<file path="src/rtl/adp_pkg.sv">
package adp_pkg;

	// word and field widths
	localparam int DATA_W    = 32;
	localparam int CFG_W     = 16;
	localparam int REG_IDX_W = 2;

	// configuration register indexes
	localparam logic [REG_IDX_W-1:0] REG_DECAY   = 2'd0;
	localparam logic [REG_IDX_W-1:0] REG_EPSILON = 2'd1;
	localparam logic [REG_IDX_W-1:0] REG_START0  = 2'd2;
	localparam logic [REG_IDX_W-1:0] REG_START1  = 2'd3;

	// operation codes
	localparam logic OP_UPDATE  = 1'b0;
	localparam logic OP_RESTART = 1'b1;

	// register reset values
	localparam logic [CFG_W-1:0] DECAY_RST = 16'd62259;
	localparam logic [CFG_W-1:0] EPS_RST   = 16'd1;

	// saturation limits
	localparam logic [DATA_W-1:0] POS_MAX = 32'h7FFF_FFFF;
	localparam logic [DATA_W-1:0] NEG_MIN = 32'h8000_0000;
	localparam logic [DATA_W-1:0] MAG_LIM = 32'h8000_0000;

endpackage

</file>
<file path="src/rtl/adp_in_if.sv">
interface adp_in_if;
	logic                                valid;
	logic                                ready;
	logic                                op;
	logic                                param_index;
	logic signed [adp_pkg::DATA_W-1:0]   gradient;

	modport source (output valid, output op, output param_index, output gradient, input ready);
	modport sink (input valid, input op, input param_index, input gradient, output ready);
endinterface

</file>
<file path="src/rtl/adp_out_if.sv">
interface adp_out_if;
	logic                                valid;
	logic                                ready;
	logic                                out_index;
	logic signed [adp_pkg::DATA_W-1:0]   param_value;
	logic signed [adp_pkg::DATA_W-1:0]   param_change;
	logic                                saturated;

	modport source (output valid, output out_index, output param_value, output param_change,
		output saturated, input ready);
	modport sink (input valid, input out_index, input param_value, input param_change,
		input saturated, output ready);
endinterface

</file>
<file path="src/rtl/adadelta_param_update.sv">
// Channel  | Dir | Words carried
// ---------+-----+--------------------------------------------------------
// in_ch    | in  | op, param_index, gradient (valid/ready)
// out_ch   | out | out_index, param_value, param_change, saturated
// cfg      | in  | cfg_wen, cfg_index, cfg_wdata (write only, no wait)
//
// An update word runs through the bit-serial divide and square root, which share one
// subtractor; restart and out-of-range words skip the arithmetic and go straight to
// the result. in_ch is ready again in the cycle after the result is loaded, and only
// while the sequencer is idle.
// A result that is not taken holds the sequencer until the output register frees.
// arst_n clears the sequencer, the output valid and the stores, and resets the config registers.
module adadelta_param_update #(
	parameter int NUM_PARAMS = 2,
	parameter int FRAC_BITS  = 20
) (
	input  logic                               clk,
	input  logic                               arst_n,
	input  logic                               cfg_wen,
	input  logic [adp_pkg::REG_IDX_W-1:0]      cfg_index,
	input  logic [adp_pkg::DATA_W-1:0]         cfg_wdata,
	adp_in_if.sink                             in_ch,
	adp_out_if.source                          out_ch
);

	localparam int DW = adp_pkg::DATA_W - 1 + FRAC_BITS;
	localparam int SW = (DW + 1) / 2;
	localparam int RW = 2 * SW;
	localparam int CW = $clog2(RW + 1);
	localparam int IW = (NUM_PARAMS > 1) ? $clog2(NUM_PARAMS) : 1;
	localparam int PW = 2 * adp_pkg::DATA_W;
	localparam int XW = adp_pkg::DATA_W + 2;

	typedef enum logic [15:0] {
		S_IDLE   = 16'b0000_0000_0000_0001,
		S_GSQ    = 16'b0000_0000_0000_0010,
		S_EG_OLD = 16'b0000_0000_0000_0100,
		S_EG_NEW = 16'b0000_0000_0000_1000,
		S_EG_SUM = 16'b0000_0000_0001_0000,
		S_DEN    = 16'b0000_0000_0010_0000,
		S_DIV    = 16'b0000_0000_0100_0000,
		S_RATIO  = 16'b0000_0000_1000_0000,
		S_ROOT   = 16'b0000_0001_0000_0000,
		S_SCALE  = 16'b0000_0010_0000_0000,
		S_APPLY  = 16'b0000_0100_0000_0000,
		S_PARAM  = 16'b0000_1000_0000_0000,
		S_ED_OLD = 16'b0001_0000_0000_0000,
		S_ED_NEW = 16'b0010_0000_0000_0000,
		S_ED_SUM = 16'b0100_0000_0000_0000,
		S_DONE   = 16'b1000_0000_0000_0000
	} state_t;

	state_t state_q;

	// configuration registers
	logic [adp_pkg::CFG_W-1:0]  decay_q;
	logic [adp_pkg::CFG_W-1:0]  eps_q;
	logic [adp_pkg::DATA_W-1:0] sp0_q;
	logic [adp_pkg::DATA_W-1:0] sp1_q;

	// per-parameter state
	logic [adp_pkg::DATA_W-1:0] par_q   [NUM_PARAMS];
	logic [adp_pkg::DATA_W-1:0] avg_g_q [NUM_PARAMS];
	logic [adp_pkg::DATA_W-1:0] avg_c_q [NUM_PARAMS];

	// working registers
	logic                       idx_q;
	logic [adp_pkg::DATA_W-1:0] g_q;
	logic [adp_pkg::DATA_W-1:0] tmp_q;
	logic [PW-1:0]              acc_q;
	logic [PW-1:0]              mul_q;
	logic [adp_pkg::DATA_W-1:0] num_q;
	logic [adp_pkg::DATA_W-1:0] den_q;
	logic [adp_pkg::DATA_W-1:0] rem_q;
	logic [adp_pkg::DATA_W-1:0] q_q;
	logic                       ovf_q;
	logic [RW-1:0]              dsh_q;
	logic [CW-1:0]              cnt_q;
	logic [adp_pkg::DATA_W-1:0] val_q;
	logic [adp_pkg::DATA_W-1:0] chg_q;
	logic                       sat_q;

	// output register
	logic                       out_valid_q;
	logic                       out_index_q;
	logic [adp_pkg::DATA_W-1:0] out_val_q;
	logic [adp_pkg::DATA_W-1:0] out_chg_q;
	logic                       out_sat_q;

	logic                       in_acc;
	logic                       out_load;
	logic                       in_ok;
	logic [IW-1:0]              rd_idx;
	logic [adp_pkg::DATA_W-1:0] restart_val;
	logic [adp_pkg::DATA_W-1:0] gmag;
	logic [adp_pkg::DATA_W-1:0] w_old;
	logic [adp_pkg::DATA_W-1:0] w_new;
	logic [adp_pkg::DATA_W-1:0] mul_a;
	logic [adp_pkg::DATA_W-1:0] mul_b;
	logic [PW-1:0]              sq_sh;
	logic                       sq_ovf;
	logic [adp_pkg::DATA_W-1:0] sq_val;
	logic [PW-1:0]              avg_sum;
	logic [adp_pkg::DATA_W-1:0] avg_new;
	logic [adp_pkg::DATA_W:0]   num_sum;
	logic [adp_pkg::DATA_W:0]   den_sum;
	logic [XW-1:0]              sub_a;
	logic [XW-1:0]              sub_b;
	logic [XW:0]                sub_d;
	logic                       sub_ge;
	logic [adp_pkg::DATA_W-1:0] ratio;
	logic                       ratio_sat;
	logic [PW-1:0]              dm_sh;
	logic [adp_pkg::DATA_W-1:0] dmag;
	logic                       g_pos;
	logic [adp_pkg::DATA_W-1:0] chg_new;
	logic                       chg_sat;
	logic [adp_pkg::DATA_W-1:0] chg_mag;
	logic [adp_pkg::DATA_W:0]   par_sum;
	logic [adp_pkg::DATA_W-1:0] par_new;
	logic                       par_sat;

	assign in_acc   = in_ch.valid && in_ch.ready;
	assign out_load = (state_q == S_DONE) && (!out_valid_q || out_ch.ready);
	assign in_ok    = (32'(in_ch.param_index) < 32'(NUM_PARAMS));
	assign rd_idx   = IW'(idx_q);

	assign in_ch.ready         = (state_q == S_IDLE);
	assign out_ch.valid        = out_valid_q;
	assign out_ch.out_index    = out_index_q;
	assign out_ch.param_value  = out_val_q;
	assign out_ch.param_change = out_chg_q;
	assign out_ch.saturated    = out_sat_q;

	// value the addressed parameter takes on restart
	always_comb begin
		if (!in_ok) begin
			restart_val = '0;
		end else if (in_ch.param_index) begin
			restart_val = sp1_q;
		end else begin
			restart_val = sp0_q;
		end
	end

	assign gmag  = g_q[adp_pkg::DATA_W-1] ? (adp_pkg::DATA_W'(0) - g_q) : g_q;
	assign g_pos = !g_q[adp_pkg::DATA_W-1] && (g_q != '0);
	assign w_old = adp_pkg::DATA_W'(decay_q);
	assign w_new = adp_pkg::DATA_W'(17'h1_0000 - {1'b0, decay_q});

	// select multiplier operands by step
	always_comb begin
		mul_a = '0;
		mul_b = '0;
		case (state_q)
			S_GSQ: begin
				mul_a = gmag;
				mul_b = gmag;
			end
			S_EG_OLD: begin
				mul_a = w_old;
				mul_b = avg_g_q[rd_idx];
			end
			S_EG_NEW, S_ED_NEW: begin
				mul_a = w_new;
				mul_b = tmp_q;
			end
			S_SCALE: begin
				mul_a = q_q;
				mul_b = gmag;
			end
			S_PARAM: begin
				mul_a = chg_mag;
				mul_b = chg_mag;
			end
			S_ED_OLD: begin
				mul_a = w_old;
				mul_b = avg_c_q[rd_idx];
			end
			default: begin
				mul_a = '0;
				mul_b = '0;
			end
		endcase
	end

	// shared multiplier, registered
	always_ff @(posedge clk) begin
		mul_q <= PW'(mul_a) * PW'(mul_b);
	end

	// square: scale down and clip
	assign sq_sh  = mul_q >> FRAC_BITS;
	assign sq_ovf = |sq_sh[PW-1:adp_pkg::DATA_W-1];
	assign sq_val = sq_ovf ? adp_pkg::POS_MAX : sq_sh[adp_pkg::DATA_W-1:0];

	// decaying average: sum of weighted terms, drop 16 fraction bits
	assign avg_sum = acc_q + mul_q;
	assign avg_new = avg_sum[adp_pkg::DATA_W+15:16];

	// averages plus epsilon
	assign num_sum = {1'b0, avg_c_q[rd_idx]} + (adp_pkg::DATA_W+1)'(eps_q);
	assign den_sum = {1'b0, tmp_q} + (adp_pkg::DATA_W+1)'(eps_q);

	// shared compare/subtract unit for divide and root steps
	always_comb begin
		if (state_q == S_ROOT) begin
			sub_a = {rem_q, dsh_q[RW-1:RW-2]};
			sub_b = {q_q, 2'b01};
		end else begin
			sub_a = {1'b0, rem_q, dsh_q[RW-1]};
			sub_b = {2'b00, den_q};
		end
	end
	assign sub_d  = {1'b0, sub_a} - {1'b0, sub_b};
	assign sub_ge = !sub_d[XW];

	// quotient with zero-divisor and overflow handling
	always_comb begin
		if (den_q == '0) begin
			ratio     = (num_q != '0) ? adp_pkg::POS_MAX : '0;
			ratio_sat = (num_q != '0);
		end else if (ovf_q || q_q[adp_pkg::DATA_W-1]) begin
			ratio     = adp_pkg::POS_MAX;
			ratio_sat = 1'b1;
		end else begin
			ratio     = q_q;
			ratio_sat = 1'b0;
		end
	end

	// change: scale times gradient magnitude, sign opposite to gradient
	assign dm_sh = mul_q >> FRAC_BITS;
	always_comb begin
		if ((|dm_sh[PW-1:adp_pkg::DATA_W]) ||
			(dm_sh[adp_pkg::DATA_W-1] && (|dm_sh[adp_pkg::DATA_W-2:0]))) begin
			dmag = adp_pkg::MAG_LIM;
		end else begin
			dmag = dm_sh[adp_pkg::DATA_W-1:0];
		end
		chg_sat = 1'b0;
		if (g_pos) begin
			chg_new = adp_pkg::DATA_W'(0) - dmag;
		end else if (dmag[adp_pkg::DATA_W-1]) begin
			chg_new = adp_pkg::POS_MAX;
			chg_sat = 1'b1;
		end else begin
			chg_new = dmag;
		end
	end

	assign chg_mag = chg_q[adp_pkg::DATA_W-1] ? (adp_pkg::DATA_W'(0) - chg_q) : chg_q;

	// new parameter, clipped to the signed range
	always_comb begin
		par_sum = {par_q[rd_idx][adp_pkg::DATA_W-1], par_q[rd_idx]} +
			{chg_q[adp_pkg::DATA_W-1], chg_q};
		par_sat = (par_sum[adp_pkg::DATA_W] != par_sum[adp_pkg::DATA_W-1]);
		if (!par_sat) begin
			par_new = par_sum[adp_pkg::DATA_W-1:0];
		end else if (par_sum[adp_pkg::DATA_W]) begin
			par_new = adp_pkg::NEG_MIN;
		end else begin
			par_new = adp_pkg::POS_MAX;
		end
	end

	// configuration writes
	always_ff @(posedge clk or negedge arst_n) begin
		if (!arst_n) begin
			decay_q <= adp_pkg::DECAY_RST;
			eps_q   <= adp_pkg::EPS_RST;
			sp0_q   <= '0;
			sp1_q   <= '0;
		end else if (cfg_wen) begin
			case (cfg_index)
				adp_pkg::REG_DECAY:   decay_q <= cfg_wdata[adp_pkg::CFG_W-1:0];
				adp_pkg::REG_EPSILON: eps_q   <= cfg_wdata[adp_pkg::CFG_W-1:0];
				adp_pkg::REG_START0:  sp0_q   <= cfg_wdata;
				adp_pkg::REG_START1:  sp1_q   <= cfg_wdata;
				default: ;
			endcase
		end
	end

	// parameter and average stores
	always_ff @(posedge clk or negedge arst_n) begin
		if (!arst_n) begin
			for (int i = 0; i < NUM_PARAMS; i++) begin
				par_q[i]   <= '0;
				avg_g_q[i] <= '0;
				avg_c_q[i] <= '0;
			end
		end else begin
			if (in_acc && (in_ch.op == adp_pkg::OP_RESTART)) begin
				for (int i = 0; i < NUM_PARAMS; i++) begin
					par_q[i]   <= (i == 0) ? sp0_q : ((i == 1) ? sp1_q : '0);
					avg_g_q[i] <= '0;
					avg_c_q[i] <= '0;
				end
			end
			if (state_q == S_EG_SUM) begin
				avg_g_q[rd_idx] <= avg_new;
			end
			if (state_q == S_PARAM) begin
				par_q[rd_idx] <= par_new;
			end
			if (state_q == S_ED_SUM) begin
				avg_c_q[rd_idx] <= avg_new;
			end
		end
	end

	// sequencer
	always_ff @(posedge clk or negedge arst_n) begin
		if (!arst_n) begin
			state_q <= S_IDLE;
			cnt_q   <= '0;
		end else begin
			case (state_q)
				S_IDLE: begin
					if (in_acc) begin
						if (in_ch.op == adp_pkg::OP_RESTART || !in_ok) begin
							state_q <= S_DONE;
						end else begin
							state_q <= S_GSQ;
						end
					end
				end
				S_GSQ:    state_q <= S_EG_OLD;
				S_EG_OLD: state_q <= S_EG_NEW;
				S_EG_NEW: state_q <= S_EG_SUM;
				S_EG_SUM: state_q <= S_DEN;
				S_DEN: begin
					cnt_q   <= '0;
					state_q <= S_DIV;
				end
				S_DIV: begin
					cnt_q <= cnt_q + CW'(1);
					if (cnt_q == CW'(DW - 1)) begin
						state_q <= S_RATIO;
					end
				end
				S_RATIO: begin
					cnt_q   <= '0;
					state_q <= S_ROOT;
				end
				S_ROOT: begin
					cnt_q <= cnt_q + CW'(1);
					if (cnt_q == CW'(SW - 1)) begin
						state_q <= S_SCALE;
					end
				end
				S_SCALE:  state_q <= S_APPLY;
				S_APPLY:  state_q <= S_PARAM;
				S_PARAM:  state_q <= S_ED_OLD;
				S_ED_OLD: state_q <= S_ED_NEW;
				S_ED_NEW: state_q <= S_ED_SUM;
				S_ED_SUM: state_q <= S_DONE;
				S_DONE: begin
					if (out_load) begin
						state_q <= S_IDLE;
					end
				end
				default: state_q <= S_IDLE;
			endcase
		end
	end

	// datapath registers
	always_ff @(posedge clk) begin
		case (state_q)
			S_IDLE: begin
				if (in_acc) begin
					idx_q <= in_ch.param_index;
					g_q   <= in_ch.gradient;
					sat_q <= 1'b0;
					chg_q <= '0;
					if (in_ch.op == adp_pkg::OP_RESTART) begin
						val_q <= restart_val;
					end else begin
						val_q <= '0;
					end
				end
			end
			S_EG_OLD, S_ED_OLD: begin
				tmp_q <= sq_val;
				sat_q <= sat_q | sq_ovf;
			end
			S_EG_NEW, S_ED_NEW: begin
				acc_q <= mul_q;
			end
			S_EG_SUM: begin
				tmp_q <= avg_new;
				if (num_sum[adp_pkg::DATA_W:adp_pkg::DATA_W-1] != 2'b00) begin
					num_q <= adp_pkg::POS_MAX;
					sat_q <= 1'b1;
				end else begin
					num_q <= num_sum[adp_pkg::DATA_W-1:0];
				end
			end
			S_DEN: begin
				if (den_sum[adp_pkg::DATA_W:adp_pkg::DATA_W-1] != 2'b00) begin
					den_q <= adp_pkg::POS_MAX;
					sat_q <= 1'b1;
				end else begin
					den_q <= den_sum[adp_pkg::DATA_W-1:0];
				end
				// load the dividend msb-aligned
				dsh_q <= RW'({num_q[adp_pkg::DATA_W-2:0], {FRAC_BITS{1'b0}}}) << (RW - DW);
				rem_q <= '0;
				q_q   <= '0;
				ovf_q <= 1'b0;
			end
			S_DIV: begin
				// one quotient bit per step
				ovf_q <= ovf_q | q_q[adp_pkg::DATA_W-1];
				q_q   <= {q_q[adp_pkg::DATA_W-2:0], sub_ge};
				rem_q <= sub_ge ? sub_d[adp_pkg::DATA_W-1:0] : sub_a[adp_pkg::DATA_W-1:0];
				dsh_q <= dsh_q << 1;
			end
			S_RATIO: begin
				sat_q <= sat_q | ratio_sat;
				dsh_q <= RW'({ratio[adp_pkg::DATA_W-2:0], {FRAC_BITS{1'b0}}});
				rem_q <= '0;
				q_q   <= '0;
			end
			S_ROOT: begin
				// one root bit per step, two radicand bits consumed
				q_q   <= {q_q[adp_pkg::DATA_W-2:0], sub_ge};
				rem_q <= sub_ge ? sub_d[adp_pkg::DATA_W-1:0] : sub_a[adp_pkg::DATA_W-1:0];
				dsh_q <= dsh_q << 2;
			end
			S_APPLY: begin
				chg_q <= chg_new;
				sat_q <= sat_q | chg_sat;
			end
			S_PARAM: begin
				val_q <= par_new;
				sat_q <= sat_q | par_sat;
			end
			default: ;
		endcase
	end

	// output register
	always_ff @(posedge clk or negedge arst_n) begin
		if (!arst_n) begin
			out_valid_q <= 1'b0;
		end else if (out_load) begin
			out_valid_q <= 1'b1;
		end else if (out_ch.ready) begin
			out_valid_q <= 1'b0;
		end
	end

	always_ff @(posedge clk) begin
		if (out_load) begin
			out_index_q <= idx_q;
			out_val_q   <= val_q;
			out_chg_q   <= chg_q;
			out_sat_q   <= sat_q;
		end
	end

	// an accepted word always starts work
	a_accept_busy: assert property (@(posedge clk) disable iff (!arst_n)
		in_acc |=> (state_q != S_IDLE))
		else $error("accepted word left the sequencer idle");

	// partial remainder stays below a nonzero divisor
	a_rem_bound: assert property (@(posedge clk) disable iff (!arst_n)
		(state_q == S_DIV && den_q != '0) |-> (rem_q < den_q))
		else $error("divider remainder reached the divisor");

	// square root of a clipped ratio fits in 30 bits
	a_root_bound: assert property (@(posedge clk) disable iff (!arst_n)
		(state_q == S_SCALE) |-> (q_q[adp_pkg::DATA_W-1:adp_pkg::DATA_W-2] == 2'b00))
		else $error("root exceeds its range");

	// decaying averages never leave the positive range
	a_avg_bound: assert property (@(posedge clk) disable iff (!arst_n)
		(state_q == S_EG_SUM || state_q == S_ED_SUM) |-> !avg_new[adp_pkg::DATA_W-1])
		else $error("running average overflowed");

	// results are loaded only after the previous one is taken
	a_out_hold: assert property (@(posedge clk) disable iff (!arst_n)
		(out_valid_q && !out_ch.ready) |-> !out_load)
		else $error("pending result overwritten");

endmodule
</file>
<file path="src/flat_wrapper.sv">
// flat-port wrapper written by rule: the top's interface ports become plain ports
module adadelta_param_update_flat 
#(
	parameter int NUM_PARAMS = 2,
	parameter int FRAC_BITS  = 20
)
  (clk, arst_n, cfg_wen, cfg_index, cfg_wdata, in_ch_valid, in_ch_op, in_ch_param_index, in_ch_gradient, in_ch_ready, out_ch_valid, out_ch_out_index, out_ch_param_value, out_ch_param_change, out_ch_saturated, out_ch_ready);
  adp_in_if in_ch_i ();
  adp_out_if out_ch_i ();
  input  logic clk;
  input  logic arst_n;
  input  logic cfg_wen;
  input  logic [adp_pkg::REG_IDX_W-1:0] cfg_index;
  input  logic [adp_pkg::DATA_W-1:0] cfg_wdata;
  input wire logic [$bits(in_ch_i.valid)-1:0] in_ch_valid;
  input wire logic [$bits(in_ch_i.op)-1:0] in_ch_op;
  input wire logic [$bits(in_ch_i.param_index)-1:0] in_ch_param_index;
  input wire logic [$bits(in_ch_i.gradient)-1:0] in_ch_gradient;
  output wire logic [$bits(in_ch_i.ready)-1:0] in_ch_ready;
  output wire logic [$bits(out_ch_i.valid)-1:0] out_ch_valid;
  output wire logic [$bits(out_ch_i.out_index)-1:0] out_ch_out_index;
  output wire logic [$bits(out_ch_i.param_value)-1:0] out_ch_param_value;
  output wire logic [$bits(out_ch_i.param_change)-1:0] out_ch_param_change;
  output wire logic [$bits(out_ch_i.saturated)-1:0] out_ch_saturated;
  input wire logic [$bits(out_ch_i.ready)-1:0] out_ch_ready;
  assign in_ch_i.valid = in_ch_valid;
  assign in_ch_i.op = in_ch_op;
  assign in_ch_i.param_index = in_ch_param_index;
  assign in_ch_i.gradient = in_ch_gradient;
  assign in_ch_ready = in_ch_i.ready;
  assign out_ch_valid = out_ch_i.valid;
  assign out_ch_out_index = out_ch_i.out_index;
  assign out_ch_param_value = out_ch_i.param_value;
  assign out_ch_param_change = out_ch_i.param_change;
  assign out_ch_saturated = out_ch_i.saturated;
  assign out_ch_i.ready = out_ch_ready;
  adadelta_param_update #(.NUM_PARAMS(NUM_PARAMS), .FRAC_BITS(FRAC_BITS)) u_core (.clk(clk), .arst_n(arst_n), .cfg_wen(cfg_wen), .cfg_index(cfg_index), .cfg_wdata(cfg_wdata), .in_ch(in_ch_i), .out_ch(out_ch_i));
endmodule
</file>
<file path="config.mk">
export PLATFORM = sky130hd
export DESIGN_NAME = adadelta_param_update_flat
export DESIGN_NICKNAME = d
export VERILOG_FILES = /design/src/rtl/adp_pkg.sv /design/src/rtl/adp_in_if.sv /design/src/rtl/adp_out_if.sv /design/src/rtl/adadelta_param_update.sv /design/src/flat_wrapper.sv
export SDC_FILE = /design/constraint.sdc
export NUM_CORES = 2
export LEC_CHECK = 0
export ABC_AREA = 1
export BUFFER_PORTS_ARGS = -buffer_cell sky130_fd_sc_hd__clkbuf_2
export CORE_MARGIN = 2
export CORE_UTILIZATION = 40
export CTS_BUF_LIST = sky130_fd_sc_hd__clkbuf_4 sky130_fd_sc_hd__clkbuf_8
export CTS_CLUSTER_DIAMETER = 100
export DETAILED_ROUTE_END_ITERATION = 8
export PLACE_DENSITY = 0.59
export SKIP_CTS_REPAIR_TIMING = 1
export SLEW_MARGIN = 0
export SYNTH_ARGS = -nofsm -noshare
export SYNTH_HDL_FRONTEND = slang
export SYNTH_SLANG_ARGS = --single-unit
</file>
<file path="constraint.sdc">
create_clock -name clk -period 18.1 [get_ports clk]
set_clock_uncertainty 0.05 [all_clocks]
set_input_delay 3.62 -clock clk [delete_from_list [all_inputs] [get_ports clk]]
set_output_delay 3.62 -clock clk [all_outputs]
set_load 0.05 [all_outputs]
</file>
==> flow_summary.yaml <==
outcome:
  status: "finished with violations"
  violations: "capacitance limit, slew limit"
floorplanning:
  start_util_pct: 40.18
  rows: 164
  die_h_um: 451.4
  core_mm2: 0.1992
  die_x_um: 451.4
  die-area_mm2: 0.2037
  pin_count: 141
global_routing:
  first_global_vias: 69450
  antenna_found_initial: 5
  gr-total-overflow: 0
  grt_max_degree: 123
  grt_pass1_wl_um: 455100
  track_usage_pct: 30.06
clocking:
  numCtsBuffers: 144
  cts_buffer_depth: 3
  htreeDepth: 4
  root_buffer: "clkbuf_8"
  clock_latency_ns: 0.95
  cts_sinks: 780
  cts_tree: "done"
  clk_pin_slew_ns: 0.06
timing:
  fmax_ghz: 0.08863
  worstMarginPinSlew_ns: 1.505
  post-route-min-period_ns: 11.28
  relSlewSlack_pct: -1.362
  setup-violations-final: 0
  rsz0062_at_grt: "false"
  finalCritPeriodShare_pct: 62.34
  fin_tns_setup_ns: 0
  hold_viol: 0
  slew_violations: 3
  setup_slack_ns: 6.817
critical_path:
  path_class: "reg -> reg"
  r2r_cells: 35
  cp-endpoint: "u_core.mul_q[47]"
  worstPathArrival_ns: 12.04
  cp.required_ns: 18.86
  crit_path_end_kind: "flip-flop"
  crit_top_cell: "fa_1"
  crit_fanout: 38
  regToRegEndpoint: "u_core.mul_q[47]"
  worst_path_largest_cell_delay_ns: 0.86
  critPathLaunch: "u_core.state_q[1]"
  r2r_setup_slack_ns: 6.82
  start_kind: "flip-flop"
  cp_slowest_cell: "inv_2"
  timing.rr.start: "u_core.state_q[1]"
yosys:
  syn_inst: 9968
  ys_seq_elements: 780
  synth_edf_count: 405
  syn_area_per_cell_um2: 8.031
  syn_area_mm2: 0.08006
  yosysWarnings: 0
  yosysSeqAreaShare_pct: 26.53
  synthArstFlopShare_pct: 39.87
  synth_flop_cell: "edfxtp_1"
  synth_cell_types: 88
placement:
  gp_congestion: 1.002
  dp_hpwl_um: 236900
  buffer_ports.inserted: 140
  dpl_worst_slack_ns: 7.119
run:
  cap_violations: 3
route:
  drtIter0Drc: 6955
  drc: 0
  viasPerCell: 5.466
  ant_nets: 0
  drt_pass1_iterations: 6
  via_count: 69730
  wl_per_cell_um: 24.16
  finalWirelength_um: 308200
layout:
  drive_gt1_share_pct: 7.436
  area_growth_pct: 7.500
  nets: 11370
  num-fill-cells: 20070
  final_cell_mix: "nand2_1 (2264), inv_1 (1891), fa_1 (900)"
  final_common_cell: "nand2_1"
power:
  p_leak_nw: 42.67
  pwr_density_cell_mw_per_mm2: 98.28
  peakVddDrop_mv: 0.09827
min_path:
  min_path_type: "reg -> reg"
worst max-delay path: cells and delay by family, from the launching register on:
kind	cells	cell delay [ns]
DFF	1	0.42
buffers and inverters	10	2.01
and+or+nand+nor	7	1.52
AOI/OAI and AO/OA	8	2.46
xor gates and xnor gates	1	0.16
adders and majority gates	9	4.54
registers in the layout (all words and copies together), names as in the netlist, 32 cells and up:
register and count:
u_core.num_q 32, u_core.den_q 32, u_core.sp0_q 32, u_core.mul_q 64, u_core.dsh_q 32, u_core.chg_q 32, u_core.acc_q 48, u_core.out_ch.param_change 32
u_core.avg_c_q 64, u_core.out_ch.param_value 32, u_core.rem_q 32, u_core.avg_g_q 64, u_core.tmp_q 32, u_core.sp1_q 32, u_core.val_q 32, u_core.par_q 64
u_core.q_q 32, u_core.g_q 32
layer usage:
layer,part of all wire [%],GRT usage [%],vias up
met5,0.015,0,-
met4,6.6,16.72,6
met3,8.7,5.973,781
met2,45,47.48,3267
met1,39,38.66,34450
li1,-,-,31220
worst min path at each step:
stage | start | endpoint | slack, ns | cells past startpoint
detailed placement | u_core.val_q[10] | u_core.out_ch.param_value[10] | 0.35 | 0
global placement | u_core.val_q[3] | u_core.out_ch.param_value[3] | 0.35 | 0
CTS | u_core.val_q[10] | u_core.out_ch.param_value[10] | 0.37 | 0
finish | u_core.val_q[11] | u_core.out_ch.param_value[11] | 0.37 | 0
global route | u_core.val_q[11] | u_core.out_ch.param_value[11] | 0.37 | 0
floorplan | u_core.val_q[0] | u_core.out_ch.param_value[0] | 0.35 | 0
synth_stat cells, types with 7 or more instances:
library cell  instances  share of area, %
and3_1                7             0.055
nand2_1            2266                11
a21oi_1             421               2.6
a21boi_0             15              0.14
a211oi_1              9             0.084
inv_1              1892               8.9
inv_2                65              0.30
o21a_1               16              0.15
o31ai_1              32              0.30
dfxtp_1              64               1.6
nor2_1              848               4.0
dfrtp_1             299               9.3
nor2_4               10              0.14
a22oi_1               9             0.084
buf_2               144              0.90
a31oi_1              52              0.41
nand2_2               8             0.063
nor3_2                7             0.088
ha_1                414               6.5
o21ai_0             614               3.8
nand3_2              15              0.19
o211ai_2             10              0.16
nand3_1             457               2.9
xnor2_1              67              0.73
buf_4                60              0.56
o2111ai_1            38              0.42
nand4_1              88              0.69
xor2_1              123               1.3
fa_1                900                23
nand3b_1             16              0.15
a21o_1               27              0.25
o21bai_1             26              0.24
buf_6                30              0.42
o21ai_1              51              0.32
nor3_1               74              0.46
a221oi_1             12              0.13
buf_1                23              0.11
o211ai_1             21              0.20
dfstp_2              12              0.39
or2_2                50              0.39
mux2i_1               9              0.11
edfxtp_1            405                15
nor4_1               29              0.23
nor2_2               16              0.13
clkbuf_1            128              0.60
logic make-up (layout without fill, tap and decap cells):
kind of cell / Yosys count / after routing / synth area share [%]
xor+xnor: 190 / 190 / 2.079
compound gates: 1405 / 1405 / 10.10
mux: 9 / 9 / 0.1125
simple gates: 3916 / 3916 / 20.35
other cells: 1 / 4 / 0.004684
buf+inv: 2353 / 2484 / 11.85
fa+ha+maj: 1314 / 1314 / 28.98
flops: 780 / 780 / 26.53
report_power, final:
group	total, mW	switching (mW)	internal (mW)
Sequential	2.67	0.349	2.33
Combinational	3.92	2.88	1.03
Clock	1.87	0.881	0.987
Total	8.46	4.11	4.35
area by class of cell:
| type | count | area [um2] | area share (%) |
|---|---|---|---|
| clock buffers | 207 | 2511 | 2.918 |
| well taps | 2656 | 3323 | 3.861 |
| repair buffers | 254 | 1579 | 1.835 |
| diodes | 2 | 5.005 | 0.005815 |
| flip-flops and latches | 780 | 21240 | 24.68 |
| multi-input cells | 6836 | 49460 | 57.47 |
| inverters | 1967 | 7410 | 8.610 |
| clock inverters | 56 | 534.3 | 0.6208 |
metrics by stage:
step | hold slack [ns] | instances | power [mW] | util (%) | cell area, um2
final | 0.3657 | 12760 | 8.458 | 43.19 | 86060
after global routing | 0.3702 | 12760 | 8.919 | 43.19 | 86060
after global placement | 0.3521 | 12490 | 6.479 | 41.66 | 83010
after CTS | 0.3683 | 12760 | 8.392 | 43.19 | 86060
after detailed placement | 0.3545 | 12490 | 6.505 | 41.66 | 83010
after floorplan | 0.3503 | 9969 | 5.100 | - | 80060
(Power assumes the default switching activity.)
